**src/rtl/sfd_pkg.sv**
```systemverilog
// ----------------------------------------------------------------------------
// sfd_pkg: shared types and constants of the SETTINGS frame decoder
// Beat layouts, status codes, setting ids, reset defaults, length check.
// ----------------------------------------------------------------------------
package sfd_pkg;

  localparam int unsigned LenW   = 24;
  localparam int unsigned PosW   = 3;
  localparam int unsigned IdW    = 16;
  localparam int unsigned ValAccW = 24;

  typedef enum logic {
    MODE_START = 1'b0,
    MODE_BYTE  = 1'b1
  } mode_e;

  typedef enum logic [1:0] {
    ST_OK         = 2'd0,
    ST_BAD_LENGTH = 2'd1,
    ST_BAD_VALUE  = 2'd2
  } status_e;

  localparam logic [IdW-1:0] ID_TABLE_SIZE = 16'd1;
  localparam logic [IdW-1:0] ID_PUSH       = 16'd2;
  localparam logic [IdW-1:0] ID_STREAMS    = 16'd3;
  localparam logic [IdW-1:0] ID_WINDOW     = 16'd4;
  localparam logic [IdW-1:0] ID_FRAME_SIZE = 16'd5;
  localparam logic [IdW-1:0] ID_HDR_LIST   = 16'd6;

  localparam logic [PosW-1:0] LAST_ENTRY_POS = 3'd5;

  localparam logic [31:0] PUSH_MAX       = 32'd1;
  localparam logic [31:0] FRAME_SIZE_MIN = 32'd16384;
  localparam logic [31:0] FRAME_SIZE_MAX = 32'd16777215;
  localparam logic [31:0] WINDOW_MAX     = 32'h7fff_ffff;

  localparam logic [31:0] RST_TABLE_SIZE  = 32'd4096;
  localparam logic        RST_PUSH        = 1'b1;
  localparam logic [31:0] RST_STREAMS     = 32'hffff_ffff;
  localparam logic [30:0] RST_WINDOW      = 31'd65535;
  localparam logic [23:0] RST_FRAME_SIZE  = 24'd16384;
  localparam logic [31:0] RST_HEADER_LIST = 32'hffff_ffff;

  typedef struct packed {
    mode_e            mode;
    logic [LenW-1:0]  frame_length;
    logic [7:0]       data_byte;
  } in_t;

  typedef struct packed {
    status_e     status;
    logic [31:0] hdr_table_size;
    logic        push_enable;
    logic [31:0] stream_limit;
    logic [30:0] window_init;
    logic [23:0] frame_size_limit;
    logic [31:0] hdr_list_limit;
  } out_t;

  typedef struct packed {
    logic [31:0]        table_size;
    logic               push;
    logic [31:0]        streams;
    logic [30:0]        window;
    logic [23:0]        frame_size;
    logic [31:0]        header_list;
    logic [LenW-1:0]    remaining;
    logic [PosW-1:0]    pos;
    logic [IdW-1:0]     id;
    logic [ValAccW-1:0] value;
    status_e            status;
  } state_t;

  // Multiple of six: even, and the nibble digit sum (16 = 1 mod 3) is a
  // multiple of three.
  function automatic logic is_mult6(input logic [LenW-1:0] len);
    logic [6:0] sum;
    logic [4:0] fold;
    sum = '0;
    for (int i = 0; i < LenW / 4; i++) begin
      sum = sum + {3'd0, len[4*i +: 4]};
    end
    fold = {2'd0, sum[6:4]} + {1'b0, sum[3:0]};
    if (fold >= 5'd12) fold = fold - 5'd12;
    if (fold >= 5'd6)  fold = fold - 5'd6;
    if (fold >= 5'd3)  fold = fold - 5'd3;
    return (len[0] == 1'b0) && (fold == 5'd0);
  endfunction

endpackage

```
**src/rtl/sfd_step.sv**
```systemverilog
// ----------------------------------------------------------------------------
// sfd_step: next-state and result logic for one beat
// Assembles entries, applies and checks settings, decides on a result.
// ----------------------------------------------------------------------------
module sfd_step (
  input  sfd_pkg::in_t    in_i,
  input  sfd_pkg::state_t state_i,
  output sfd_pkg::state_t state_o,
  output sfd_pkg::out_t   result_o,
  output logic            emit_o
);

  logic [31:0] entry_value;
  sfd_pkg::state_t nxt;
  logic emit;

  assign entry_value = {state_i.value, in_i.data_byte};

  always_comb begin
    nxt  = state_i;
    emit = 1'b0;
    unique case (in_i.mode)
      sfd_pkg::MODE_START: begin
        nxt.pos       = '0;
        nxt.id        = '0;
        nxt.value     = '0;
        nxt.remaining = in_i.frame_length;
        if (!sfd_pkg::is_mult6(in_i.frame_length)) begin
          nxt.status = sfd_pkg::ST_BAD_LENGTH;
          emit       = 1'b1;
        end else begin
          nxt.status = sfd_pkg::ST_OK;
          emit       = (in_i.frame_length == '0);
        end
      end
      sfd_pkg::MODE_BYTE: begin
        if (state_i.remaining != '0) begin
          nxt.remaining = state_i.remaining - 1'b1;
          if (state_i.status == sfd_pkg::ST_OK) begin
            unique case (state_i.pos)
              3'd0: nxt.id    = {in_i.data_byte, 8'd0};
              3'd1: nxt.id    = {state_i.id[15:8], in_i.data_byte};
              3'd2: nxt.value = {in_i.data_byte, 16'd0};
              3'd3: nxt.value = {state_i.value[23:16], in_i.data_byte, 8'd0};
              3'd4: nxt.value = {state_i.value[23:8], in_i.data_byte};
              default: begin
                unique case (state_i.id)
                  sfd_pkg::ID_TABLE_SIZE: nxt.table_size = entry_value;
                  sfd_pkg::ID_PUSH: begin
                    if (entry_value > sfd_pkg::PUSH_MAX) nxt.status = sfd_pkg::ST_BAD_VALUE;
                    else nxt.push = entry_value[0];
                  end
                  sfd_pkg::ID_STREAMS: nxt.streams = entry_value;
                  sfd_pkg::ID_WINDOW: begin
                    if (entry_value > sfd_pkg::WINDOW_MAX) nxt.status = sfd_pkg::ST_BAD_VALUE;
                    else nxt.window = entry_value[30:0];
                  end
                  sfd_pkg::ID_FRAME_SIZE: begin
                    if (entry_value < sfd_pkg::FRAME_SIZE_MIN ||
                        entry_value > sfd_pkg::FRAME_SIZE_MAX) begin
                      nxt.status = sfd_pkg::ST_BAD_VALUE;
                    end else begin
                      nxt.frame_size = entry_value[23:0];
                    end
                  end
                  sfd_pkg::ID_HDR_LIST: nxt.header_list = entry_value;
                  default: ;
                endcase
              end
            endcase
            nxt.pos = (state_i.pos >= sfd_pkg::LAST_ENTRY_POS) ? '0 : state_i.pos + 1'b1;
          end
          emit = (nxt.remaining == '0) && (nxt.status != sfd_pkg::ST_BAD_LENGTH);
        end
      end
      default: ;
    endcase
  end

  assign state_o = nxt;
  assign emit_o  = emit;

  assign result_o.status           = nxt.status;
  assign result_o.hdr_table_size   = nxt.table_size;
  assign result_o.push_enable      = nxt.push;
  assign result_o.stream_limit     = nxt.streams;
  assign result_o.window_init      = nxt.window;
  assign result_o.frame_size_limit = nxt.frame_size;
  assign result_o.hdr_list_limit   = nxt.header_list;

endmodule

```
**src/rtl/http2_settings_frame_decoder.sv**
```systemverilog
// ----------------------------------------------------------------------------
// http2_settings_frame_decoder: HTTP/2 SETTINGS frame payload decoder
// Takes frame-start and payload-byte beats, holds the six settings and
// returns at most one result beat per frame with status and all settings.
// ----------------------------------------------------------------------------
// A beat passes the input register, the step logic, then the result register.
// Throughput: 1 beat per cycle; the input register and the result register
// sit around one pass of single-beat logic, so only a stalled result with
// a new result pending holds the input.
// Reset: asynchronous, active low; settings return to the protocol defaults,
// the parser goes idle with no bytes outstanding, both registers go empty.
module http2_settings_frame_decoder (
  input  logic            clk_i,
  input  logic            rst_ni,
  input  logic            in_valid_i,
  output logic            in_stall_o,
  input  sfd_pkg::in_t    in_data_i,
  output logic            out_valid_o,
  input  logic            out_stall_i,
  output sfd_pkg::out_t   out_data_o
);

  // Input register.
  logic          in_valid_q;
  sfd_pkg::in_t  in_q;

  // Held settings and parser state.
  sfd_pkg::state_t state_q, state_d;

  // Result register.
  logic          out_valid_q;
  sfd_pkg::out_t out_q, result;

  logic emit;
  logic advance;

  sfd_step u_step (
    .in_i     (in_q),
    .state_i  (state_q),
    .state_o  (state_d),
    .result_o (result),
    .emit_o   (emit)
  );

  // Advance the held beat unless it makes a result and the result register
  // is full and stalled.
  assign advance    = in_valid_q && (!emit || !out_valid_q || !out_stall_i);
  assign in_stall_o = in_valid_q && !advance;

  always_ff @(posedge clk_i or negedge rst_ni) begin
    if (!rst_ni) begin
      in_valid_q <= 1'b0;
    end else if (!in_stall_o) begin
      in_valid_q <= in_valid_i;
    end
  end

  // Hold the payload while stalled.
  always_ff @(posedge clk_i) begin
    if (in_valid_i && !in_stall_o) begin
      in_q <= in_data_i;
    end
  end

  always_ff @(posedge clk_i or negedge rst_ni) begin
    if (!rst_ni) begin
      state_q.table_size  <= sfd_pkg::RST_TABLE_SIZE;
      state_q.push        <= sfd_pkg::RST_PUSH;
      state_q.streams     <= sfd_pkg::RST_STREAMS;
      state_q.window      <= sfd_pkg::RST_WINDOW;
      state_q.frame_size  <= sfd_pkg::RST_FRAME_SIZE;
      state_q.header_list <= sfd_pkg::RST_HEADER_LIST;
      state_q.remaining   <= '0;
      state_q.pos         <= '0;
      state_q.id          <= '0;
      state_q.value       <= '0;
      state_q.status      <= sfd_pkg::ST_OK;
    end else if (advance) begin
      state_q <= state_d;
    end
  end

  // Load a new result, or drop the old one once taken.
  always_ff @(posedge clk_i or negedge rst_ni) begin
    if (!rst_ni) begin
      out_valid_q <= 1'b0;
    end else if (advance && emit) begin
      out_valid_q <= 1'b1;
    end else if (!out_stall_i) begin
      out_valid_q <= 1'b0;
    end
  end

  always_ff @(posedge clk_i) begin
    if (advance && emit) begin
      out_q <= result;
    end
  end

  assign out_valid_o = out_valid_q;
  assign out_data_o  = out_q;

endmodule

```
**config.mk**
```make
export PLATFORM = sky130hd
export DESIGN_NAME = http2_settings_frame_decoder
export DESIGN_NICKNAME = d
export VERILOG_FILES = /design/src/rtl/sfd_pkg.sv /design/src/rtl/sfd_step.sv /design/src/rtl/http2_settings_frame_decoder.sv
export SDC_FILE = /design/constraint.sdc
export NUM_CORES = 1
export LEC_CHECK = 0
export BUFFER_PORTS_ARGS = -buffer_cell sky130_fd_sc_hd__buf_4
export CAP_MARGIN = 20
export CORE_MARGIN = 2
export CORE_UTILIZATION = 59
export DETAILED_ROUTE_END_ITERATION = 8
export PLACE_DENSITY = 0.85
export RECOVER_POWER = 50
export SLEW_MARGIN = 20
export SYNTH_ARGS = -nofsm -noshare
export SYNTH_HDL_FRONTEND = slang
export SYNTH_SLANG_ARGS = --single-unit
export TNS_END_PERCENT = 30
```
**constraint.sdc**
```tcl
create_clock -name clk_i -period 14.75 [get_ports clk_i]
set_clock_uncertainty 0.15 [all_clocks]
set_input_delay 0.7375 -clock clk_i [delete_from_list [all_inputs] [get_ports clk_i]]
set_output_delay 0.7375 -clock clk_i [all_outputs]
set_load 0.01 [all_outputs]
```
==> results of run 1 <==
==> through the flow <==
step | utilization, % | hold WS [ns] | cells
6_report | 67.4 | 0.245 | 1890
5_1_grt | 67.4 | 0.228 | 1890
4_1_cts | 69.4 | 0.0533 | 1889
3_5_place_dp | 65.0 | 0.325 | 1811
3_3_place_gp | 65.0 | 0.312 | 1811
2_1_floorplan | - | 0.292 | 1295
==> per-layer routing <==
metal | track usage, % | vias to the layer above | wire length, um
li1 | - | 5142 | -
met1 | 34.1 | 5876 | 17900
met2 | 41.5 | 500 | 20400
met3 | 5.00 | 119 | 2820
met4 | 11.2 | 0 | 1680
met5 | 0 | - | 0
==> kinds of logic after synthesis <==
family          after synthesis
buf+inv                     138
flops                       410
compound gates              155
xor+xnor                     15
mux                         312
simple gates                225
fa+ha+maj                    40
==> cell usage in the layout, fill, tap and decap left out, drive strengths merged, types with 27 or more instances in the layout <==
cell / count
mux2: 307
clkbuf: 260
edfxtp: 187
dfrtp: 140
dfstp: 83
inv: 46
a22o: 40
nor2: 38
nand2: 32
nor4: 27
==> worst max-delay path: cells and delay by family, from the launching register on <==
| kind | cells | cell delay, ns |
|---|---|---|
| DFF | 1 | 0.46 |
| xor gates and xnor gates | 3 | 0.73 |
| AOI/OAI and AO/OA | 6 | 1.80 |
| adders and majority gates | 11 | 4.12 |
| buffers and inverters | 6 | 1.12 |
| and+or+nand+nor | 9 | 1.85 |
==> state kept, by name, indices dropped and copies added (netlist names) <==
signal / flops
in_valid_q: 1
state_q: 221
in_q: 33
out_data_o: 154
out_valid_o: 1
==> worst paths after layout <==
check	endpoint	cells after the start	startpoint	slack, ns
max	out_data_o[23]	35	in_q[8]	4.07
min	in_q[25]	1	in_data_i[25]	0.25
max reg2reg	out_data_o[23]	35	in_q[8]	4.07
min reg2reg	state_q[109]	1	state_q[109]	0.34
max in group asynchronous	state_q[112]	2	rst_ni	7.12
min in group asynchronous	state_q[142]	1	rst_ni	1.72
==> layout make-up <==
type | instances | area, um^2 | area share (%)
sequential | 410 | 11300 | 53.1
multi-input combinational | 747 | 6940 | 32.6
clock buffer | 66 | 1240 | 5.85
timing repair buffer | 210 | 968 | 4.55
tap | 402 | 503 | 2.36
inverter | 43 | 161 | 0.759
clock inverter | 12 | 155 | 0.729
==> impl_metrics.csv, run 1 <==
group,metric,value,unit
yosys,synth_compound_area_share,6.36,%
routing,dr_total_vias,11637,
global_routing,track_usage,25.7,%
timing,max_freq,93.6,MHz
yosys,synth-edff-count,187,
yosys,ys_ff_latch,410,
yosys,synth_mux_area_share,19.7,%
clock_network,cts_sinks,410,
clock_network,cts-buffers-inserted,42,
setup_path,cp_common_cell,"fa_1",
timing,min_period,10.68,ns
global_routing,grt_pass1_vias,11982,
clock_network,root_buffer,"clkbuf_16",
place,gp_congestion,0.925,
final_layout,drive_gt1_share,32.6,%
routing,viasPerCell,6.16,
routing,routedWlPerCell,22.6,um
final_layout,finish.instance_area,21300,um^2
clock_network,cts-htree-levels,2,
global_routing,grt_first_pass_wirelength,67100,um
final_layout,nets,1531,
yosys,synth_top_cell_area_share,29.7,%
yosys,synth-xor-area-share,0.694,%
place,place_hpwl,26500,um
yosys,synthSimpleGateAreaFrac,6.69,%
timing,tightestPinTransition,4.66,ns
floorplanning,core,31600,um^2
floorplanning,rows,65,
yosys,synth.most_common_cell,"mux2_2",
yosys,synth_top_family_by_area,"multiplexers",
yosys,syn_area,18900,um^2
setup_path,criticalPathCategory,"register to register",
clock_network,cts_tree,"done",
global_routing,grt_max_degree,84,
timing,setup_slack,4.07,ns
run,cap_violations,6,
floorplanning,initial_core_util,60.0,%
floorplanning,die_w,183,um
yosys,ys_seq_area_share,59.7,%
clock_network,clk_latency,0.55,ns
routing,drc,0,
global_routing,antenna_found_initial,0,
yosys,yosysWarnings,0,
yosys,netlist_instances,1295,
floorplanning,die_h,183,um
setup_path,critical-path-max-stage-delay,0.78,ns
yosys,synth_ff_type,"edfxtp_1",
setup_path,crit_arrival,10.69,ns
min_path,hold_path.class,"primary input to register",
timing,hold_viol,0,
place,placed_cell_area,20500,um^2
place,numPortBuffers,192,
clock_network,cts_hold_buf,0,
routing,drt-total-wl,42800,um
routing,dr.pass1.iters,6,
clock_network,postCtsSetupRepairBufs,0,
yosys,synthArstFlopShare,54.4,%
timing,setup_viol,0,
setup_path,start_kind,"register",
timing,tns,0,ns
timing,slew_headroom,-211,%
timing,slew_violations,319,
yosys,ys_types,86,
final_layout,diodes,0,
floorplanning,pin_count,193,
setup_path,critPathCaptureType,"register",
routing,dr.first_iter.drc_count,985,
place,dp_slack,4.13,ns
yosys,syn_nets,1372,
global_routing,overflow,0,
clock_network,clk_pin_slew,0.06,ns
floorplanning,die_area,33500,um^2
clock_network,ctsResizeCount,0,
yosys,synth.avg_cell_area,14.6,um^2
timing,period_share,72.4,%
final_layout,fillCellCount,2286,
yosys,synth_adder_area_share,3.20,%
yosys,synthTopCellsByArea,"edfxtp_1 (30%), dfrtp_1 (19%), mux2_2 (13%), dfstp_2 (12%), mux2_4 (4.8%)",
setup_path,cp.required,14.76,ns
timing,grt_setup_unrepaired,"false",
run_status,status,"complete, but fails checks",
setup_path,cpMaxStageDelayCell,"buf_4",
setup_path,crit_fanout,67,
yosys,yosysTopAreaCell,"edfxtp_1",
clock_network,cts_buffer_depth,3,
run_status,failed_checks,"max-capacitance violations, max-slew violations",
routing,antenna_left,0,
yosys,yosys-top-cells-count,"mux2_2 (222), edfxtp_1 (187), dfrtp_1 (140)",
final_layout,area_growth,12.5,%
Power of run 1 is left out: the tool's default activity adds up to more than one toggle a clock period on the data nets, which glitch-free logic cannot reach.
==> inputs of run 2 (changes only) <==
--- a/config.mk
+++ b/config.mk
@@ -8,9 +8,9 @@
 export BUFFER_PORTS_ARGS = -buffer_cell sky130_fd_sc_hd__buf_4
 export CAP_MARGIN = 20
 export CORE_MARGIN = 2
-export CORE_UTILIZATION = 59
+export CORE_UTILIZATION = 54
 export DETAILED_ROUTE_END_ITERATION = 8
-export PLACE_DENSITY = 0.85
+export PLACE_DENSITY = 0.82
 export RECOVER_POWER = 50
 export SLEW_MARGIN = 20
 export SYNTH_ARGS = -nofsm -noshare
==> constraint.sdc (replaced) <==
create_clock -name clk_i -period 9.3 [get_ports clk_i]
set_clock_uncertainty 0.15 [all_clocks]
set_input_delay 0.465 -clock clk_i [delete_from_list [all_inputs] [get_ports clk_i]]
set_output_delay 0.465 -clock clk_i [all_outputs]
set_load 0.01 [all_outputs]
==> run 2 against run 1 <==
Effect of this change:
- worst hold slack gained 0.053 ns
- non-clock buffer count increased by 64
- sequential share of layout area decreased by 2.1 points
- the flow still finishes with violations (max-capacitance violations, max-slew violations)
- via count grew 2.2%
- design area grew 4.0%
- routed wire length is 4.0% higher
- largest cell class unchanged
- register-to-register slack worse by 3.6 ns
- cell count increased by 6.2%
- critical path depth is 3 lower
- die area is 9.1% higher
- global-route usage down 1.4 points
- core utilization decreased by 3.3 points
==> impl_metrics.csv, run 2 (synthesis results as in run 1) <==
group,metric,value,unit
floorplanning,die_h,191,um
routing,drc,0,
timing,hold_viol,0,
setup_path,cp_common_cell,"ha_2",
final_layout,utilization,64.1,%
final_layout,final_cell_mix,"mux2_2 (216), edfxtp_1 (187), clkbuf_1 (177), dfrtp_1 (140), dfstp_2 (83)",
setup_path,critPathCaptureType,"output pin",
routing,dr.first_iter.drc_count,850,
timing,period_share,98.4,%
run_status,failed_checks,"max-capacitance violations, max-slew violations",
timing,slew_headroom,-248,%
timing,min_period,9.15,ns
global_routing,track_usage,24.2,%
setup_path,crit_arrival,8.54,ns
setup_path,cp-startpoint,"in_q[12]",
routing,antenna_left,0,
routing,routed.top_layer,"met4",
min_path,hold_path.class,"primary input to register",
timing,max_freq,109,MHz
final_layout,regMostFlops,"state_q",
floorplanning,rows,68,
setup_path,cpMaxStageDelayCell,"nor4_2",
min_path,min-delay-start,"out_stall_i",
place,gp_congestion,0.867,
global_routing,grt_first_pass_wirelength,68500,um
setup_path,cp.required,8.69,ns
timing,whs,0.298,ns
floorplanning,initial_core_util,54.8,%
clock_network,cts_sinks,410,
floorplanning,die_area,36500,um^2
setup_path,crit_fanout,5,
clock_network,cts_buffer_depth,3,
clock_network,root_buffer,"clkbuf_16",
clock_network,clk_latency,0.54,ns
clock_network,cts-htree-levels,2,
setup_path,start_kind,"register",
final_layout,drive_gt1_share,35.5,%
routing,viasPerCell,5.93,
setup_path,critical-path-max-stage-delay,0.58,ns
final_layout,largest_reg_flops,221,
clock_network,cts-buffers-inserted,42,
floorplanning,die_w,191,um
routing,drt-total-wl,44500,um
routing,dr_total_vias,11896,
timing,setup_viol,0,
global_routing,overflow,0,
final_layout,diodes,0,
routing,routedWlPerCell,22.2,um
clock_network,cts_tree,"done",
timing,tightestPinTransition,5.22,ns
place,place_hpwl,28000,um
floorplanning,core,34500,um^2
run_status,status,"complete, but fails checks",
timing,slew_violations,284,
final_layout,final_common_cell,"mux2_2",
global_routing,antenna_found_initial,0,
floorplanning,pin_count,193,
global_routing,grt_max_degree,95,
setup_path,criticalPathCategory,"register to output pin",
global_routing,grt_pass1_vias,12003,
final_layout,nets,1595,
clock_network,clk_pin_slew,0.06,ns
place,numPortBuffers,192,
routing,routed-wl-met3,2700,um
run,cap_violations,5,
routing,dr.pass1.iters,5,
routing,met1_length,18700,um
setup_path,r2r_start,"in_q[12]",
final_layout,area_growth,17.0,%
routing,dr_wl_met2,21700,um
run 2: repair_timing:
item,CTS,global route
setup buffers,3,13
gates resized for setup,9,22
endpoints found under the hold margin,79,0
setup endpoints to repair,367,388
hold buffers,35,0
pin swaps,2,28
run 2: layout make-up:
| cell class | instances | area (um^2) |
|---|---|---|
| fillers | 2613 | 12400 |
| flip-flops and latches | 410 | 11300 |
| multi-input cells | 747 | 7090 |
| repair buffers | 274 | 1650 |
| clock buffers | 66 | 1230 |
| well taps | 455 | 569 |
| inverters | 43 | 161 |
| clock inverters | 12 | 129 |
run 2: path summary, 6_finish.rpt:
path,depth (start not counted),endpoint,slack (ns)
setup / recovery,32,in_stall_o,0.15
hold reg to reg,1,state_q[118],0.33
max in group asynchronous,3,state_q[123],1.65
min in group asynchronous,2,state_q[141],2.26
setup reg to reg,31,out_data_o[58],0.43
hold / removal,3,out_valid_o,0.30
run 2: per-stage QoR:
stage | cells | setup WS (ns) | TNS (ns) | cell area [um^2]
after detailed placement | 1877 | -0.199 | -45.14 | 20800
after CTS | 1993 | 0.00323 | 0 | 22600
after global placement | 1877 | 0.332 | 0 | 20800
final | 2007 | 0.147 | 0 | 22100
after floorplan | 1295 | 0.0542 | 0 | 18900
after global routing | 2007 | -0.152 | -0.152 | 22100
run 2: metal layers:
metal  GRT usage (%)  vias up
met4            7.87        0
li1                -     5281
met3            3.19      106
met1            33.5     6028
met2            40.0      481
met5               0        -
run 2: critical path: cells and delay by family (launching register included):
kind / cells / cell delay [ns]
simple gates: 4 / 0.91
compound gates: 7 / 1.47
buf+inv: 6 / 0.43
flops: 1 / 0.46
xor+xnor: 4 / 0.77
mux: 1 / 0.34
fa+ha+maj: 10 / 3.58
Power of run 2 is left out for the same reason.
